File: config.mk
export PLATFORM = sky130hd
export DESIGN_NAME = avp_stream_deframer
export DESIGN_NICKNAME = d
export VERILOG_FILES = /design/src/rtl/avp_pkg.sv /design/src/rtl/avp_parse_core.sv /design/src/rtl/avp_stream_deframer.sv
export VERILOG_INCLUDE_DIRS = /design/src /design/src/rtl
export SDC_FILE = /design/constraint.sdc
export NUM_CORES = 1
export LEC_CHECK = 0
export BUFFER_PORTS_ARGS = -buffer_cell sky130_fd_sc_hd__buf_2
export CORE_ASPECT_RATIO = 1.2
export CORE_UTILIZATION = 50
export CTS_CLUSTER_SIZE = 28
export DETAILED_ROUTE_END_ITERATION = 12
export GPL_TIMING_DRIVEN = 0
export PLACE_DENSITY = 0.67
export SLEW_MARGIN = 20
export SYNTH_ARGS = -nofsm -noshare
export SYNTH_HDL_FRONTEND = slang
export SYNTH_SLANG_ARGS = --single-unit
export TNS_END_PERCENT = 5
File: constraint.sdc
create_clock -name clk -period 7.6 [get_ports clk]
set_input_delay 1.52 -clock clk [delete_from_list [all_inputs] [get_ports clk]]
set_output_delay 1.52 -clock clk [all_outputs]
set_load 0.02 [all_outputs]
File: src/rtl/avp_stream_deframer_macros.svh
// assertion macros for the attribute record deframer
// used by the rtl modules that carry concurrent checks; needs clk and rst_n in scope
`ifndef AVP_STREAM_DEFRAMER_MACROS_SVH
`define AVP_STREAM_DEFRAMER_MACROS_SVH

// property checked at every rising clock edge outside reset
`define AVP_ASSERT(label, prop, msg) \
  label: assert property (@(posedge clk) disable iff (!rst_n) prop) else $error(msg);

// property checked at every rising clock edge, reset included
`define AVP_ASSERT_ALWAYS(label, prop, msg) \
  label: assert property (@(posedge clk) prop) else $error(msg);

`endif

File: src/rtl/avp_pkg.sv
// shared types and constants of the attribute record deframer
// no dependencies; used by avp_parse_core and avp_stream_deframer
package avp_pkg;

  // input word: one packet byte
  typedef struct packed {
    logic [7:0] data_byte;
    logic       packet_last;
  } in_word_t;

  // result word: payload byte or end-of-packet status
  typedef struct packed {
    logic       is_status;
    logic [7:0] payload_byte;
    logic       payload_end;
    logic [2:0] status;
  } out_word_t;

  // results that one input word gives, from the parser to the output queue
  typedef struct packed {
    logic      pay_valid;
    out_word_t pay_word;
    logic      stat_valid;
    out_word_t stat_word;
  } res_t;

  // status codes
  localparam logic [2:0] ST_OK_FOUND   = 3'd0;
  localparam logic [2:0] ST_OK_NONE    = 3'd1;
  localparam logic [2:0] ST_SHORT_HDR  = 3'd2;
  localparam logic [2:0] ST_SHORT_DATA = 3'd3;
  localparam logic [2:0] ST_MANDATORY  = 3'd4;
  localparam logic [2:0] ST_BAD_LEN    = 3'd5;
  localparam logic [2:0] ST_NO_ERROR   = 3'd0;

  // record header layout
  localparam logic [23:0] HDR_LEN_MIN   = 24'd8;
  localparam int          MANDATORY_BIT = 6;
  localparam logic [2:0]  HDR_LAST_IDX  = 3'd7;

  // wanted code after reset
  localparam logic [31:0] WANTED_CODE_RST = 32'd79;

endpackage

File: src/rtl/avp_parse_core.sv
// record parser: header collection, data/pad counting, error tracking
// depends on avp_pkg and avp_stream_deframer_macros.svh
`include "avp_stream_deframer_macros.svh"

module avp_parse_core (
  input  logic             clk,
  input  logic             rst_n,
  input  logic             step,
  input  avp_pkg::in_word_t in_word,
  input  logic [31:0]      wanted_code,
  output avp_pkg::res_t    res
);

  typedef enum logic [1:0] {
    SEC_HDR  = 2'd0,
    SEC_DATA = 2'd1,
    SEC_PAD  = 2'd2,
    SEC_SKIP = 2'd3
  } section_t;

  section_t    section_r, section_nxt;
  logic [2:0]  hcnt_r, hcnt_nxt;
  logic [55:0] hshift_r, hshift_nxt;
  logic [23:0] dleft_r, dleft_nxt;
  logic [1:0]  pad_r, pad_nxt;
  logic        found_r, found_nxt;
  logic        fwd_r, fwd_nxt;
  logic        rej_r, rej_nxt;
  logic [2:0]  err_r, err_nxt;

  logic [63:0] hdr;
  logic [31:0] hdr_code;
  logic [7:0]  hdr_flags;
  logic [23:0] hdr_len;
  logic [23:0] dl_dec;
  logic        fin_data;
  logic        fin_rej;
  logic [1:0]  fin_pad;
  logic [2:0]  st;
  logic        pkt_idle;

  assign hdr       = {hshift_r, in_word.data_byte};
  assign hdr_code  = hdr[63:32];
  assign hdr_flags = hdr[31:24];
  assign hdr_len   = hdr[23:0];
  assign dl_dec    = dleft_r - 24'd1;

  // next state and results for the current word
  always_comb begin
    section_nxt = section_r;
    hcnt_nxt    = hcnt_r;
    hshift_nxt  = hshift_r;
    dleft_nxt   = dleft_r;
    pad_nxt     = pad_r;
    found_nxt   = found_r;
    fwd_nxt     = fwd_r;
    rej_nxt     = rej_r;
    err_nxt     = err_r;
    fin_data    = 1'b0;
    fin_rej     = rej_r;
    fin_pad     = pad_r;
    st          = avp_pkg::ST_OK_NONE;
    res         = '0;

    unique case (section_r)
      SEC_HDR: begin
        hshift_nxt = hdr[55:0];
        hcnt_nxt   = hcnt_r + 3'd1;
        if (hcnt_r == avp_pkg::HDR_LAST_IDX) begin
          hcnt_nxt   = 3'd0;
          hshift_nxt = '0;
          if (hdr_len < avp_pkg::HDR_LEN_MIN) begin
            // bad length: skip rest of packet
            if (err_r == avp_pkg::ST_NO_ERROR) begin
              err_nxt = avp_pkg::ST_BAD_LEN;
            end
            section_nxt = SEC_SKIP;
            fwd_nxt     = 1'b0;
          end else begin
            dleft_nxt = hdr_len - avp_pkg::HDR_LEN_MIN;
            pad_nxt   = 2'd0 - hdr_len[1:0];
            fin_pad   = 2'd0 - hdr_len[1:0];
            if (hdr_code == wanted_code && !found_r) begin
              found_nxt = 1'b1;
              fwd_nxt   = 1'b1;
            end else if (hdr_flags[avp_pkg::MANDATORY_BIT]) begin
              rej_nxt = 1'b1;
              fin_rej = 1'b1;
            end
            if (hdr_len == avp_pkg::HDR_LEN_MIN) begin
              fin_data = 1'b1;
            end else begin
              section_nxt = SEC_DATA;
            end
          end
        end
      end
      SEC_DATA: begin
        dleft_nxt = dl_dec;
        if (fwd_r) begin
          res.pay_valid            = 1'b1;
          res.pay_word.is_status   = 1'b0;
          res.pay_word.payload_byte = in_word.data_byte;
          res.pay_word.payload_end = (dl_dec == 24'd0);
          res.pay_word.status      = avp_pkg::ST_NO_ERROR;
        end
        if (dl_dec == 24'd0) begin
          fin_data = 1'b1;
        end
      end
      SEC_PAD: begin
        pad_nxt = pad_r - 2'd1;
        if (pad_r == 2'd1) begin
          section_nxt = SEC_HDR;
        end
      end
      SEC_SKIP: begin
      end
      default: begin
      end
    endcase

    // data part complete: mandatory reject or move on to pad/header
    if (fin_data) begin
      fwd_nxt = 1'b0;
      if (fin_rej) begin
        rej_nxt = 1'b0;
        if (err_r == avp_pkg::ST_NO_ERROR) begin
          err_nxt = avp_pkg::ST_MANDATORY;
        end
        section_nxt = SEC_SKIP;
      end else begin
        section_nxt = (fin_pad != 2'd0) ? SEC_PAD : SEC_HDR;
      end
    end

    // end-of-packet status from the updated state
    if (err_nxt != avp_pkg::ST_NO_ERROR) begin
      st = err_nxt;
    end else if (section_nxt == SEC_HDR && hcnt_nxt != 3'd0) begin
      st = avp_pkg::ST_SHORT_HDR;
    end else if (section_nxt == SEC_DATA && dleft_nxt != 24'd0) begin
      st = avp_pkg::ST_SHORT_DATA;
    end else begin
      st = found_nxt ? avp_pkg::ST_OK_FOUND : avp_pkg::ST_OK_NONE;
    end
    res.stat_valid             = in_word.packet_last;
    res.stat_word.is_status    = 1'b1;
    res.stat_word.payload_byte = 8'd0;
    res.stat_word.payload_end  = 1'b0;
    res.stat_word.status       = st;

    // last word clears all per-packet state
    if (in_word.packet_last) begin
      section_nxt = SEC_HDR;
      hcnt_nxt    = 3'd0;
      hshift_nxt  = '0;
      dleft_nxt   = 24'd0;
      pad_nxt     = 2'd0;
      found_nxt   = 1'b0;
      fwd_nxt     = 1'b0;
      rej_nxt     = 1'b0;
      err_nxt     = avp_pkg::ST_NO_ERROR;
    end
  end

  // parser state
  always_ff @(posedge clk) begin
    if (!rst_n) begin
      section_r <= SEC_HDR;
      hcnt_r    <= 3'd0;
      dleft_r   <= 24'd0;
      pad_r     <= 2'd0;
      found_r   <= 1'b0;
      fwd_r     <= 1'b0;
      rej_r     <= 1'b0;
      err_r     <= avp_pkg::ST_NO_ERROR;
    end else if (step) begin
      section_r <= section_nxt;
      hcnt_r    <= hcnt_nxt;
      dleft_r   <= dleft_nxt;
      pad_r     <= pad_nxt;
      found_r   <= found_nxt;
      fwd_r     <= fwd_nxt;
      rej_r     <= rej_nxt;
      err_r     <= err_nxt;
    end
  end

  // header shift register
  always_ff @(posedge clk) begin
    if (step) begin
      hshift_r <= hshift_nxt;
    end
  end

  // parser back at the start of a packet
  assign pkt_idle = section_r == SEC_HDR && hcnt_r == 3'd0 && !found_r &&
                    err_r == avp_pkg::ST_NO_ERROR;

  // checks
  `AVP_ASSERT(a_fwd_found, fwd_r |-> found_r, "forwarding without a found record")
  `AVP_ASSERT(a_err_skip, (err_r != avp_pkg::ST_NO_ERROR) |-> section_r == SEC_SKIP, "error outside skip")
  `AVP_ASSERT(a_last_clear, (step && in_word.packet_last) |=> pkt_idle, "packet state not cleared")

endmodule

File: src/rtl/avp_stream_deframer.sv
// top level of the attribute record deframer: input register, parser, output queue
// depends on avp_pkg, avp_parse_core and avp_stream_deframer_macros.svh
//
//   port group   dir  handshake          payload
//   in_*         in   in_valid/in_stall   avp_pkg::in_word_t
//   out_*        out  out_valid/out_stall avp_pkg::out_word_t
//   cfg_*        in   cfg_wr_en           32-bit wanted code
//
// One input word per cycle while in_stall is low; a word enters the input register, is
// parsed from there and its results land in a two-entry output queue, whose head is
// offered on out_word. A last word that also carries a payload byte gives two results
// and needs two free queue slots, which can stall the input.
// Reset is synchronous, active low, and clears control state only.
// out_stall backs up into the queue and then into in_stall.
`include "avp_stream_deframer_macros.svh"

module avp_stream_deframer (
  input  logic               clk,
  input  logic               rst_n,
  input  logic               in_valid,
  output logic               in_stall,
  input  avp_pkg::in_word_t  in_word,
  output logic               out_valid,
  input  logic               out_stall,
  output avp_pkg::out_word_t out_word,
  input  logic               cfg_wr_en,
  input  logic [31:0]        cfg_wr_data
);

  logic               in_valid_r;
  avp_pkg::in_word_t  in_word_r;
  logic [31:0]        wanted_code_r;
  avp_pkg::res_t      res;
  logic               consume;
  logic               pop;
  logic [1:0]         space;
  logic [1:0]         n_res;
  avp_pkg::out_word_t push0, q0_r, q0_nxt, q1_r, q1_nxt, e0;
  logic [1:0]         q_cnt_r, q_cnt_nxt, base_cnt;

  // config register
  always_ff @(posedge clk) begin
    if (!rst_n) begin
      wanted_code_r <= avp_pkg::WANTED_CODE_RST;
    end else if (cfg_wr_en) begin
      wanted_code_r <= cfg_wr_data;
    end
  end

  // handshake and queue space
  assign pop      = out_valid & ~out_stall;
  assign n_res    = {1'b0, res.pay_valid} + {1'b0, res.stat_valid};
  assign space    = 2'd2 - q_cnt_r + {1'b0, pop};
  assign consume  = in_valid_r && (space >= n_res);
  assign in_stall = in_valid_r & ~consume;

  // input register
  always_ff @(posedge clk) begin
    if (!rst_n) begin
      in_valid_r <= 1'b0;
    end else if (!in_stall) begin
      in_valid_r <= in_valid;
    end
  end

  always_ff @(posedge clk) begin
    if (!in_stall) begin
      in_word_r <= in_word;
    end
  end

  // parser
  avp_parse_core u_core (
    .clk         (clk),
    .rst_n       (rst_n),
    .step        (consume),
    .in_word     (in_word_r),
    .wanted_code (wanted_code_r),
    .res         (res)
  );

  // output queue: drop popped head, then append this word's results
  always_comb begin
    push0     = res.pay_valid ? res.pay_word : res.stat_word;
    base_cnt  = q_cnt_r - {1'b0, pop};
    e0        = pop ? q1_r : q0_r;
    q0_nxt    = e0;
    q1_nxt    = q1_r;
    q_cnt_nxt = base_cnt;
    if (consume) begin
      q_cnt_nxt = base_cnt + n_res;
      case (base_cnt)
        2'd0: begin
          q0_nxt = push0;
          q1_nxt = res.stat_word;
        end
        2'd1: begin
          q1_nxt = push0;
        end
        default: begin
        end
      endcase
    end
  end

  always_ff @(posedge clk) begin
    if (!rst_n) begin
      q_cnt_r <= 2'd0;
    end else begin
      q_cnt_r <= q_cnt_nxt;
    end
  end

  always_ff @(posedge clk) begin
    q0_r <= q0_nxt;
    q1_r <= q1_nxt;
  end

  assign out_valid = (q_cnt_r != 2'd0);
  assign out_word  = q0_r;

  // checks
  `AVP_ASSERT(a_q_bound, (q_cnt_r != 2'd3), "output queue overfilled")
  `AVP_ASSERT(a_in_hold, (in_valid_r && in_stall) |=> (in_valid_r && $stable(in_word_r)), "held word lost")
  `AVP_ASSERT(a_last_status, (consume && in_word_r.packet_last) |=> out_valid, "no status after last word")

endmodule
==> results.json <==
{
  "p_per_area_mw_per_mm2": 262,
  "yosysUniqueCellTypes": 65,
  "critPathKind": "input port to output port",
  "core_area_mm2": 0.0169,
  "grt_pass1_vias": 6977,
  "setup_tns_ps": 0,
  "peakVddDrop_uv": 179,
  "start_kind": "input port",
  "layout.nets": 1046,
  "dpl_cell_area_mm2": 0.00924,
  "yosys.area.top_type": "edfxtp_1",
  "grt_pass1_wl_um": 39400,
  "clock_sinks": 163,
  "cts_resized": 0,
  "drtIter0Drc": 705,
  "yosys.area.top_type_share": 0.270,
  "synth_area_mm2": 0.00867,
  "fin_crit_sh": 0.750,
  "crit_path_top_delay_cell": "ha_1",
  "clk_pin_slew_worst_paths_ps": 70,
  "wl_um": 25700,
  "tightest_slew_ps": 926,
  "synthCells": 909,
  "area_growth_pct": 13.6,
  "cp.required_ps": 6080,
  "fmax_ghz": 0.176,
  "postCtsSetupBuffers": 0,
  "gp_congestion": 0.974,
  "die-width_um": 122,
  "cts_tree": "built",
  "synth_flop_cell": "dfxtp_1",
  "power_mw": 2.58,
  "slew_viol_final": 0,
  "drv_cap": 0,
  "layout_commonest_cell": "dfxtp_1",
  "hpwlAfterDp_um": 18700,
  "ant_nets": 0,
  "relSlewSlack": 0.383,
  "start_util": 0.513,
  "ys_seq_area_frac": 0.466,
  "die_y_um": 146,
  "rsz0062_at_grt": "false",
  "holdWs_ps": 478,
  "worstPathCellList": "buf_2 > nand2b_1 > clkbuf_1 > clkinv_1 > ha_1 > ha_1 > nand2b_1 > a21oi_1 > nand2_1 > inv_1 > buf_2",
  "synth_area_per_cell_um2": 9.54,
  "ys_warn_count": 0,
  "layout_common_cells": "dfxtp_1 (85), edfxtp_1 (78), nand2_1 (61), buf_2 (61), and2_1 (60)",
  "fin_crit_ps": 5700,
  "grt_usage": 0.296,
  "finalSetupViolCount": 0,
  "port_buffers": 59,
  "hold_buffers": 0,
  "io_pins": 61,
  "hold_viol_final": 0,
  "end_kind": "output port",
  "layout-drive-gt1-share": 0.111,
  "cts_buffer_depth": 2,
  "first_pass_iters": 6,
  "wl_per_cell_um": 21.1,
  "synth_edf_count": 78,
  "diodes": 0,
  "rows": 52,
  "routed_via_density": 6.03,
  "leakage_nw": 3.87,
  "clk_latency_ps": 440,
  "grt_max_degree": 57,
  "outcome": "complete, no violations",
  "antenna_found_initial": 0,
  "worstPathMaxFanout": 10,
  "synth_seq_cells": 163,
  "cp.arrival_ps": 4180,
  "die-area_mm2": 0.0179,
  "overflow": 0,
  "htreeDepth": 4,
  "fin_skew_ps": 11.9,
  "slowest_delay_ps": 490,
  "drcViolationCount": 0,
  "vias": 7337,
  "utilization": 0.582,
  "cts_buffers": 17,
  "syn_nets": 968,
  "finish.instance_area_mm2": 0.00985,
  "ys_top_cells_by_area": "edfxtp_1 (27%), dfxtp_1 (20%), mux2i_1 (4.5%)",
  "hold_class": "register to register",
  "ctsRootBufferMaster": "clkbuf_16",
  "async_reset_ff_frac": 0
}
-- cell type report --
type / instances / area (µm²)
fillers: 1546 / 7070
multi-input cells: 666 / 4320
flip-flops and latches: 163 / 4040
clock buffers: 18 / 450
repair buffers: 59 / 295
well taps: 216 / 270
plain buffers: 60 / 235
clock inverters: 14 / 155
inverters: 20 / 77.6
-- worst paths after layout --
path	startpoint	end	slack (ps)	depth (start not counted)
worst min-delay path	out_word[11]	out_word[11]	480	2
worst max register to register	in_word_r[8]	q1_r[1]	2610	11
worst min register to register	out_word[11]	out_word[11]	480	2
worst max-delay path	out_stall	in_stall	1900	11
-- metrics by stage --
step           std cells  worst slack (ps)
6_report            1216              1900
5_1_grt             1216              1630
4_1_cts             1216              1870
3_5_place_dp        1184              1860
3_3_place_gp        1184              1300
2_1_floorplan        909              2530
-- critical path: cells and delay by family --
family	cells	cell delay, ps
fa+ha+maj	2	810
compound gates	1	210
buf+inv	5	1090
simple gates	3	530
-- flip-flops by register name (all words and copies together) (netlist names) --
register,count
u_core.err_r,3
u_core.fwd_r,1
q1_r,13
in_word_r,9
u_core.section_r,2
u_core.found_r,1
u_core.hshift_r,56
u_core.dleft_r,24
u_core.hcnt_r,3
q_cnt_r,2
out_word,13
u_core.rej_r,1
u_core.pad_r,2
in_valid_r,1
wanted_code_r,32
-- report_power, final --
group	total (mW)	leakage (nW)	switching (mW)	internal, mW
combinational	0.524	2.12	0.337	0.187
sequential	1.18	1.44	0.0966	1.08
clock	0.873	0.299	0.411	0.462
-- cell usage after synthesis, types with 6 or more instances --
cell and n:
nor4_1 28, o31ai_1 9, xnor2_1 13, edfxtp_1 78, a31oi_1 15, nor2_1 48
a21oi_1 39, mux2i_1 39, a22oi_1 18, o21ai_0 43, ha_1 13, nor3_1 36
or3_1 12, nand2_1 61, and2_1 60, and3_1 9, nand4_1 6, xor2_1 39
inv_1 18, nand3_1 12, nand2b_1 8, dfxtp_1 85, nor2b_1 57, clkbuf_1 54
or4_1 14
-- cell families (layout without fill, tap and decap cells) --
family | after synthesis | count (layout) | share of synthesized area
buf+inv | 80 | 171 | 0.0358
fa+ha+maj | 13 | 13 | 0.0188
flops | 163 | 163 | 0.466
xor+xnor | 52 | 52 | 0.0525
compound gates | 184 | 184 | 0.140
mux | 39 | 39 | 0.0450
simple gates | 378 | 378 | 0.242
-- metal layers --
layer,vias to the layer above,global-route usage,wire length (µm)
met4,0,0.148,1340
met5,-,0,0
met1,3451,0.370,10400
met2,327,0.488,12300
li1,3466,-,-
met3,93,0.0512,1630
No activity file was read; power rests on OpenSTA's default activity.
